## src/rtl/assert_macros.svh

```systemverilog
// assertion helpers used by the matrix4x4_multiply_core rtl
`ifndef ASSERT_MACROS_SVH
`define ASSERT_MACROS_SVH

`ifndef NO_ASSERTIONS

// same-cycle implication
`define ASSERT_IMPLIES(label, clk, rst, ante, cons) \
  label: assert property (@(posedge clk) disable iff (rst) (ante) |-> (cons)) \
    else $error("same-cycle check failed");

// next-cycle implication
`define ASSERT_NEXT(label, clk, rst, ante, cons) \
  label: assert property (@(posedge clk) disable iff (rst) (ante) |=> (cons)) \
    else $error("next-cycle check failed");

`else

`define ASSERT_IMPLIES(label, clk, rst, ante, cons)
`define ASSERT_NEXT(label, clk, rst, ante, cons)

`endif

`endif

```

## src/rtl/mm4_pkg.sv

```systemverilog
`timescale 1ns / 1ps

package mm4_pkg;

  localparam int DIM_DEF   = 4;
  localparam int FRAC_DEF  = 16;
  localparam int ELEM_W    = 32;
  localparam int INDEX_W   = 4;

  // control flags that travel with one memory read pair down the pipeline
  typedef struct packed {
    logic valid;
    logic first;
    logic last;
  } mm4_tag_t;

endpackage

```

## src/rtl/mm4_store.sv

```systemverilog
`timescale 1ns / 1ps

module mm4_store
  import mm4_pkg::*;
#(
  parameter int DIM = DIM_DEF
) (
  input  logic                          clk,
  input  logic                          rst,
  input  logic                          en,
  input  logic                          wr_en,
  input  logic [$clog2(DIM*DIM)-1:0]    wr_addr,
  input  logic [ELEM_W-1:0]             wr_a,
  input  logic [ELEM_W-1:0]             wr_b,
  input  logic [$clog2(DIM*DIM)-1:0]    rd_addr_a,
  input  logic [$clog2(DIM*DIM)-1:0]    rd_addr_b,
  input  mm4_tag_t                      rd_tag_in,
  input  logic [$clog2(DIM*DIM)-1:0]    rd_k_in,
  output mm4_tag_t                      rd_tag,
  output logic [$clog2(DIM*DIM)-1:0]    rd_k,
  output logic signed [ELEM_W-1:0]      rd_a,
  output logic signed [ELEM_W-1:0]      rd_b
);

  localparam int CELLS = DIM * DIM;

  logic [ELEM_W-1:0] left_mem  [CELLS];
  logic [ELEM_W-1:0] right_mem [CELLS];

  always_ff @(posedge clk) begin
    if (wr_en) begin
      left_mem[wr_addr]  <= wr_a;
      right_mem[wr_addr] <= wr_b;
    end
  end

  // registered read ports, held while the pipeline stalls
  always_ff @(posedge clk) begin
    if (en) begin
      rd_a <= left_mem[rd_addr_a];
      rd_b <= right_mem[rd_addr_b];
      rd_k <= rd_k_in;
    end
  end

  always_ff @(posedge clk) begin
    if (rst) begin
      rd_tag <= '0;
    end else if (en) begin
      rd_tag <= rd_tag_in;
    end
  end

endmodule

```

## src/rtl/mm4_mac.sv

```systemverilog
`timescale 1ns / 1ps

module mm4_mac
  import mm4_pkg::*;
#(
  parameter int DIM       = DIM_DEF,
  parameter int FRAC_BITS = FRAC_DEF
) (
  input  logic                          clk,
  input  logic                          rst,
  input  logic                          en,
  input  mm4_tag_t                      tag,
  input  logic [$clog2(DIM*DIM)-1:0]    k,
  input  logic signed [ELEM_W-1:0]      a,
  input  logic signed [ELEM_W-1:0]      b,
  output logic                          m_tvalid,
  output logic [ELEM_W-1:0]             m_tdata,
  output logic [INDEX_W-1:0]            m_tuser,
  output logic                          m_tlast
);

  localparam int CELLS = DIM * DIM;
  localparam int KW    = $clog2(CELLS);
  localparam int PW    = 2 * ELEM_W;
  localparam int ACC_W = PW + $clog2(DIM) + 1;
  localparam logic signed [ACC_W-1:0] HALF = ACC_W'(1) << (FRAC_BITS - 1);
  localparam logic [KW-1:0] K_LAST = KW'(CELLS - 1);

  logic signed [PW-1:0]    prod;
  mm4_tag_t                tag2;
  logic [KW-1:0]           k2;
  logic signed [ACC_W-1:0] acc;
  logic                    done3;
  logic [KW-1:0]           k3;

  logic signed [ACC_W-1:0] biased;
  logic signed [ACC_W-1:0] shifted;
  logic                    in_range;
  logic [ELEM_W-1:0]       rounded;

  always_ff @(posedge clk) begin
    if (en) begin
      prod <= a * b;
      k2   <= k;
    end
  end

  always_ff @(posedge clk) begin
    if (en && tag2.valid) begin
      if (tag2.first) begin
        acc <= ACC_W'(prod);
      end else begin
        acc <= acc + ACC_W'(prod);
      end
    end
    if (en) begin
      k3 <= k2;
    end
  end

  always_ff @(posedge clk) begin
    if (rst) begin
      tag2  <= '0;
      done3 <= 1'b0;
    end else if (en) begin
      tag2  <= tag;
      done3 <= tag2.valid && tag2.last;
    end
  end

  // round half up, then clamp to the 32-bit range
  always_comb begin
    biased   = acc + HALF;
    shifted  = biased >>> FRAC_BITS;
    in_range = (&shifted[ACC_W-1:ELEM_W-1]) || !(|shifted[ACC_W-1:ELEM_W-1]);
    if (in_range) begin
      rounded = shifted[ELEM_W-1:0];
    end else if (shifted[ACC_W-1]) begin
      rounded = {1'b1, {(ELEM_W-1){1'b0}}};
    end else begin
      rounded = {1'b0, {(ELEM_W-1){1'b1}}};
    end
  end

  always_ff @(posedge clk) begin
    if (en) begin
      m_tdata <= rounded;
      m_tuser <= INDEX_W'(k3);
      m_tlast <= (k3 == K_LAST);
    end
  end

  always_ff @(posedge clk) begin
    if (rst) begin
      m_tvalid <= 1'b0;
    end else if (en) begin
      m_tvalid <= done3;
    end
  end

endmodule

```

## src/rtl/matrix4x4_multiply_core.sv

```systemverilog
`timescale 1ns / 1ps
`include "assert_macros.svh"

// Streaming product R = A x B of two DIM x DIM signed fixed-point matrices,
// both column-major (index = column*DIM + row). Each input beat writes one
// element of A and the element of B at the same index into two small
// synchronous memories, one beat per cycle. After the last beat the block
// stops taking input and steps a single shared multiply-accumulator through
// DIM*DIM*DIM read pairs, one per cycle while the output is not stalled,
// limited by the one read port on each memory; read, multiply, accumulate
// and round/saturate are pipeline stages, and the DIM*DIM results leave in
// index order, tlast on the final one. Loading of the next pair starts as
// soon as the last read pair is issued, while results still drain. A stall
// on the output holds the whole compute pipeline in place.
module matrix4x4_multiply_core
  import mm4_pkg::*;
#(
  parameter int DIM       = DIM_DEF,
  parameter int FRAC_BITS = FRAC_DEF
) (
  input  logic                 clk,
  input  logic                 rst,
  input  logic                 s_tvalid,
  output logic                 s_tready,
  input  logic [63:0]          s_tdata,   // a_element [31:0], b_element [63:32]
  output logic                 m_tvalid,
  input  logic                 m_tready,
  output logic [ELEM_W-1:0]    m_tdata,   // product_element [31:0]
  output logic [INDEX_W-1:0]   m_tuser,   // element_index [3:0]
  output logic                 m_tlast
);

  localparam int CELLS = DIM * DIM;
  localparam int AW    = $clog2(CELLS);
  localparam int JW    = $clog2(DIM);
  localparam logic [AW-1:0] DIM_A  = AW'(DIM);
  localparam logic [AW-1:0] C_LAST = AW'(CELLS - 1);
  localparam logic [JW-1:0] D_LAST = JW'(DIM - 1);

  typedef enum logic {
    ST_LOAD,
    ST_COMPUTE
  } state_t;

  state_t        state;
  logic [AW-1:0] load_count;
  logic [JW-1:0] row;
  logic [JW-1:0] col;
  logic [JW-1:0] j;
  logic [AW-1:0] k;

  logic          en;
  logic          wr_en;
  logic [AW-1:0] rd_addr_a;
  logic [AW-1:0] rd_addr_b;
  mm4_tag_t      iss_tag;
  mm4_tag_t      rd_tag;
  logic [AW-1:0] rd_k;
  logic signed [ELEM_W-1:0] rd_a;
  logic signed [ELEM_W-1:0] rd_b;

  assign s_tready = (state == ST_LOAD);
  assign wr_en    = s_tvalid && s_tready;
  assign en       = !m_tvalid || m_tready;

  // reads never overlap writes: loading waits until the last pair is issued
  assign rd_addr_a = AW'(AW'(j) * DIM_A + AW'(row));
  assign rd_addr_b = AW'(AW'(col) * DIM_A + AW'(j));

  assign iss_tag.valid = (state == ST_COMPUTE);
  assign iss_tag.first = (j == '0);
  assign iss_tag.last  = (j == D_LAST);

  always_ff @(posedge clk) begin
    if (rst) begin
      state      <= ST_LOAD;
      load_count <= '0;
      row        <= '0;
      col        <= '0;
      j          <= '0;
      k          <= '0;
    end else begin
      case (state)
        ST_LOAD: begin
          if (s_tvalid) begin
            if (load_count == C_LAST) begin
              load_count <= '0;
              state      <= ST_COMPUTE;
            end else begin
              load_count <= load_count + 1'b1;
            end
          end
        end
        ST_COMPUTE: begin
          if (en) begin
            if (j == D_LAST) begin
              j <= '0;
              if (k == C_LAST) begin
                k     <= '0;
                row   <= '0;
                col   <= '0;
                state <= ST_LOAD;
              end else begin
                k <= k + 1'b1;
                if (row == D_LAST) begin
                  row <= '0;
                  col <= col + 1'b1;
                end else begin
                  row <= row + 1'b1;
                end
              end
            end else begin
              j <= j + 1'b1;
            end
          end
        end
        default: begin
          state <= ST_LOAD;
        end
      endcase
    end
  end

  mm4_store #(
    .DIM(DIM)
  ) u_store (
    .clk       (clk),
    .rst       (rst),
    .en        (en),
    .wr_en     (wr_en),
    .wr_addr   (load_count),
    .wr_a      (s_tdata[31:0]),
    .wr_b      (s_tdata[63:32]),
    .rd_addr_a (rd_addr_a),
    .rd_addr_b (rd_addr_b),
    .rd_tag_in (iss_tag),
    .rd_k_in   (k),
    .rd_tag    (rd_tag),
    .rd_k      (rd_k),
    .rd_a      (rd_a),
    .rd_b      (rd_b)
  );

  mm4_mac #(
    .DIM       (DIM),
    .FRAC_BITS (FRAC_BITS)
  ) u_mac (
    .clk      (clk),
    .rst      (rst),
    .en       (en),
    .tag      (rd_tag),
    .k        (rd_k),
    .a        (rd_a),
    .b        (rd_b),
    .m_tvalid (m_tvalid),
    .m_tdata  (m_tdata),
    .m_tuser  (m_tuser),
    .m_tlast  (m_tlast)
  );

  `ASSERT_IMPLIES(a_load_not_issuing, clk, rst, s_tvalid && s_tready, !iss_tag.valid)
  `ASSERT_IMPLIES(a_last_index, clk, rst, m_tvalid && m_tlast, m_tuser == INDEX_W'(CELLS - 1))
  `ASSERT_NEXT(a_issue_end, clk, rst, iss_tag.valid && iss_tag.last && en && k == C_LAST, s_tready)
  `ASSERT_NEXT(a_stall_hold, clk, rst, iss_tag.valid && !en, iss_tag.valid && $stable(j) && $stable(k))

endmodule

```

## config.mk

```make
export PLATFORM = sky130hd
export DESIGN_NAME = matrix4x4_multiply_core
export DESIGN_NICKNAME = d
export VERILOG_FILES = /design/src/rtl/mm4_pkg.sv /design/src/rtl/mm4_store.sv /design/src/rtl/mm4_mac.sv /design/src/rtl/matrix4x4_multiply_core.sv
export VERILOG_INCLUDE_DIRS = /design/src /design/src/rtl
export SDC_FILE = /design/constraint.sdc
export NUM_CORES = 2
export LEC_CHECK = 0
export ABC_AREA = 1
export BUFFER_PORTS_ARGS = -buffer_cell sky130_fd_sc_hd__buf_2
export CORE_UTILIZATION = 45
export CTS_BUF_LIST = sky130_fd_sc_hd__clkbuf_4 sky130_fd_sc_hd__clkbuf_8
export DETAILED_ROUTE_END_ITERATION = 10
export SLEW_MARGIN = 30
export SYNTH_ARGS = -nofsm -noshare
export SYNTH_HDL_FRONTEND = slang
export SYNTH_SLANG_ARGS = --single-unit
```

## constraint.sdc

```tcl
create_clock -name clk -period 21.5 [get_ports clk]
set_input_delay 1.075 -clock clk [delete_from_list [all_inputs] [get_ports clk]]
set_output_delay 1.075 -clock clk [all_outputs]
set_load 0.005 [all_outputs]
```

## Word level (Yosys, flattened, before mapping)

Memories as Yosys holds them, arrays and structs flattened. A register that Yosys moved wholly into a read port is not among the register bits.
Index checks and enable logic that the tools add are counted.
W data, S select, Z words.

- Memories: 2
- Output and inout port bits: 39
- Bits in registers: 203
- Bits in writable memories: 1024
- Input port bits: 68

- Bitwise logic cells: 1
- Add/sub/neg operators: 9
- Reductions and logical operators: 15
- Muxes and demuxes: 18
- Eq/ne operators: 5
- $mul: 1

Memories:

| name | words | bits a word | rd ports | clocked after Yosys merged registers in | write ports | line | RTL |
|---|---|---|---|---|---|---|---|
| u_store.left_mem | 16 | 32 | 1 | 1 | 1 | mm4_store.sv:27 | `logic [ELEM_W-1:0] left_mem [CELLS];` |
| u_store.right_mem | 16 | 32 | 1 | 1 | 1 | mm4_store.sv:28 | `logic [ELEM_W-1:0] right_mem [CELLS];` |

Operator list:

| cell | count |
|---|---|
| $add A67 B17 Y67 const B | 1 |
| $add A67 B64 Y67 | 1 |
| $mux W67 | 1 |
| $mul A32 B32 Y64 | 1 |
| $mux W32 | 2 |
| $reduce_and A20 Y1 | 1 |
| $reduce_or A20 Y1 | 1 |
| $eq A4 B4 Y1 const B | 3 |
| $mux W2 | 5 |
| $add A4 B1 Y4 const B | 2 |
| $add A4 B2 Y4 | 2 |
| $mux W4 | 2 |
| $mux W1 | 7 |
| $add A2 B1 Y2 const B | 3 |
| $eq A2 B2 Y1 const B | 2 |
| $reduce_and A2 Y1 | 2 |
| $reduce_and A4 Y1 | 1 |
| $logic_and A1 B1 Y1 | 3 |
| $reduce_and A3 Y1 | 1 |
| $logic_not A1 Y1 | 2 |
| $logic_not A2 Y1 | 1 |
| $logic_or A1 B1 Y1 | 2 |
| $pmux W1 S2 | 1 |
| $reduce_bool A2 Y1 | 1 |
| $not A1 Y1 | 1 |

## Logic depth before layout (Yosys ltp)

- Word-level depth: 5
- Gate-level depth with buffers: 31

## Hierarchy

Synthesis repeated with hierarchy kept, for this count alone.

- Cell total of the unflattened synthesis: 10886
- Area total of the unflattened synthesis: 98011.5 um^2

By module, submodules not included:

| module | area an instance (um^2) | instances | cells each | sequential area each (um^2) |
|---|---|---|---|---|
| mm4_mac | 50963.9 | 1 | 6550 | 5385.2 |
| mm4_store | 46231.8 | 1 | 4232 | 32851.5 |
| matrix4x4_multiply_core | 815.8 | 1 | 104 | 300.3 |

## Worst setup path before layout

Ideal clock, no wire load.

- Path type: register to register
- Start point: register u_store.rd_a[31] (read register of u_store.left_mem)
- End point: register u_mac.prod[58], data pin
- Setup slack: 14.070 ns
- Cell stages (with the launch flop): 25
- Arrival time: 7.177 ns
- Cell sequence: edfxtp_1 -> clkbuf_1 -> nand2_1 -> inv_1 -> fa_1 -> fa_1 -> fa_1 -> fa_1 -> inv_1 -> fa_1 -> inv_1 -> fa_1 -> inv_1 -> fa_1 -> inv_1 -> fa_1 -> ha_1 -> nand2_1 -> nor2_1 -> inv_1 -> nor4_1 -> nand2_1 -> or2_2 -> nand4_1 -> nand2_1

- Cells in the longest elaborated chain, start to end: 1

Ends and longest elaborated chain:

| element | line | RTL |
|---|---|---|
| from (decl) | mm4_store.sv:21 | `output logic signed [ELEM_W-1:0] rd_a,` |
| $mul A32 B32 Y64 | mm4_mac.sv:43 | `prod <= a * b;` |
| to (signal assigned) | mm4_mac.sv:43 |  |
| to (decl) | mm4_mac.sv:29 | `logic signed [PW-1:0] prod;` |

No other way between the ends.
A chain may end at the register's enable or synchronous reset.

## Final worst setup path

- Start point: register u_store.rd_a[31] (read register of u_store.left_mem)
- End point: register u_mac.prod[48], data pin

Same word-level chain as after synthesis.

==> summary.md <==
| Metric | Value |
|---|---|
| Status | `finished, final reports clean` |
| Fin crit period | `8570 ps` |
| Critical path's most frequent cell | `fa_1` |
| CP Max Fanout | `32` |
| Wire length of the first global-routing pass | `429,000 um` |
| Syn Nets | `approximately 11,000` |
| DR DRC count | `0` |
| CP peak stage delay | `1120 ps` |
| TritonCTS buffer count | `218` |
| Critical path's slowest cell | `fa_1` |
| Worst hold stages | `0` |
| Relative slew slack | `approximately 32%` |
| Routed WL | `283,000 um` |
| Critical path arrival | `9290 ps` |
| Vias | `67,096` |
| Share of layout cells above drive strength 1 | `6.86%` |
| Resized Gates After CTS | `0` |
| # Max-Cap Violations | `0` |
| Worst-skew pair later-pin latency | `1030 ps` |
| Hold-fix buffers, CTS | `0` |
| Fin. max-slew vios | `0` |
| Layout overhead on the synthesized area | `8.57%` |
| Crit. End Element | `register` |
| Die width | `approximately 460 um` |
| Clock root buffer | `clkbuf_8` |
| Global Route Usage Sum | `27.3%` |
| Wire per inst | `~23 um` |
| DR pass1 iterations | `6` |
| Row Count | `approximately 170` |
| EDFF count, synth | `1,268` |
| Total core area | `0.205 mm^2` |
| Clk_skew | `90.5 ps` |
| FMAX | `117 MHz` |
| Clk pin slew, worst setup/hold paths | `60 ps` |
| Post-Syn Instances | `9,372` |
| RSZ-0062 raised after global routing | `no` |
| Setup Buffers After CTS | `0` |
| Most frequent cells in the layout | `nand2_1 (1,899), inv_1 (1,778), edfxtp_1 (1,268), fa_1 (1,083), nor2_1 (910)` |
| Die height | `approximately 460 um` |
| Count of final setup violators | `0` |
| Startpoint Class | `register` |
| # H-tree levels | `4` |
| Syn Area/Cell | `9.93 um^2` |
| DRT iter0 DRCs | `5,888` |
| Critical path data required time | `22,220 ps` |
| Post-synthesis sequential area ratio | `41.4%` |
| Initial antenna violation count | `18` |
| Post-layout nets | `approximately 11,000` |
| Mapped cell area | `between 0.09 and 0.1 mm^2` |
| Post-synth ARST share | `0%` |
| Starting Density | `45.4%` |
| Placer Congestion | `0.966` |
| Largest net degree at the start of global routing | `108` |
| Least-Margin Pin Slew | `approximately 1000 ps` |
| Hold Fails Final Rpt | `0` |
| CP Class | `register to register` |
| DP HPWL | `slightly below 200,000 um` |
| Post-synth top flop | `edfxtp_1` |
| I/O Pins | `107` |
| Final ANT Viol Nets | `0` |
| Yosys reg bits | `1,291` |
| Most common cell after layout, fill and taps aside | `nand2_1` |
| TNS Setup | `0 ps` |
| CTS tree | `done` |
| Final period utilization | `39.8%` |
| PortBufs | `106` |
| YS warnings | `0` |
| Worst-case reg-to-reg path depth | `22` |
| Via-to-Cell Ratio | `roughly 5.5` |
| Longest Clk Path Bufs | `3` |
| Sequence of cells on the critical path | `buf_4 -> nand2_1 -> inv_1 -> fa_1 -> fa_1 -> fa_1 -> fa_1 -> fa_1 -> fa_1 -> fa_1 -> inv_1 -> fa_1 -> inv_1 -> ha_1 -> nand2_1 -> nor2_1 -> nand2_1 -> nor4_1 -> nand3_1 -> nand3_1 -> a21oi_1 -> xnor2_1` |
| Vias in the first global route | `69,573` |
| Gr ovfl total | `0` |
| Hold Crit Class | `register to register` |
| Die area | `0.209 mm^2` |
| CTS sink cnt | `1,291` |
| Post-synth cell types | `47` |
-- stage by stage --
step,utilization (%),cell area [um^2],worst slack (ps),hold WS [ps],instances
after floorplan,-,93100,14070,400,9372
after global placement,47.1,96500,13070,406,11881
after detailed placement,47.1,96600,12950,405,11885
after CTS,49.3,101000,12930,347,12283
after global routing,49.3,101000,12490,392,12285
final,49.3,101000,12930,418,12293
-- cell families after synthesis --
group | after synthesis | share of synthesized area, %
flip-flops | 1291 | 41.4
AND/OR/NAND/NOR | 3235 | 13.8
multiplexers | 93 | 1.00
XOR/XNOR | 102 | 0.960
AO/OA/AOI/OAI | 1114 | 7.16
adder cells (fa/ha/maj) | 1342 | 26.8
buffers and inverters | 2195 | 8.90
-- final timing paths --
path	from	to	slack, ps
max	u_store.rd_a[31]	u_mac.prod[48]	12930
min	u_store.rd_k[2]	u_mac.k2[2]	420
max reg2reg	u_store.rd_a[31]	u_mac.prod[48]	12930
min reg2reg	u_store.rd_k[2]	u_mac.k2[2]	420
-- worst max-delay path: cells and delay by family (launching register included) --
kind	cells	cell delay (ps)
adder cells (fa/ha/maj)	9	5110
AND/OR/NAND/NOR	7	1850
buffers and inverters	4	670
flip-flops	1	320
XOR/XNOR	1	160
AO/OA/AOI/OAI	1	150
-- metal layers --
layer  track usage [%]  up-vias  wire length [um]
met2              45.2     2668            135000
met5                 0        -               176
met3              4.66      649             20600
met4              10.7       26             11500
li1                  -    30034                 -
met1              35.8    33719            116000
-- synthesized netlist by cell type (14+ instances only) --
library cell | n | area (um^2)
o22ai_1 | 81 | 507
mux2i_1 | 93 | 931
nand3_1 | 245 | 1230
fa_1 | 1083 | 21700
inv_1 | 1781 | 6690
or2_2 | 33 | 206
nand2_1 | 1899 | 7130
o32ai_1 | 35 | 307
nor2_1 | 930 | 3490
o221ai_1 | 141 | 1230
ha_1 | 259 | 3240
edfxtp_1 | 1268 | 38100
a31oi_1 | 21 | 131
xnor2_1 | 46 | 403
o21ai_0 | 529 | 2650
o21bai_1 | 14 | 105
nor3_1 | 35 | 175
clkbuf_1 | 377 | 1420
nand4_1 | 51 | 319
dfxtp_1 | 23 | 460
a21o_1 | 22 | 165
o211ai_1 | 60 | 450
a21oi_1 | 187 | 936
xor2_1 | 56 | 490
buf_1 | 15 | 56.3
-- sequential cells by signal (all words and copies together), names as in the netlist --
signal	count
col	2
j	2
k	4
load_count	4
row	2
state	1
u_mac.acc	67
u_mac.done3	1
u_mac.k2	4
u_mac.k3	4
u_mac.m_tdata	32
u_mac.m_tlast	1
u_mac.m_tuser	4
u_mac.m_tvalid	1
u_mac.prod	64
u_mac.tag2	3
u_store.left_mem	512
u_store.rd_a	32
u_store.rd_b	32
u_store.rd_k	4
u_store.rd_tag	3
u_store.right_mem	512
-- final cells by class --
class	instances	area, um^2
fillers	18680	104000
multi-input cells	5886	46400
flip-flops and latches	1291	38600
inverters	1785	6730
clock buffers	285	3520
well taps	2688	3360
repair buffers	236	1610
clock inverters	113	873
diodes	9	22.5
Power is not shown: default switching activity piles up to over one toggle a cycle in this logic, so the estimate is an artifact.
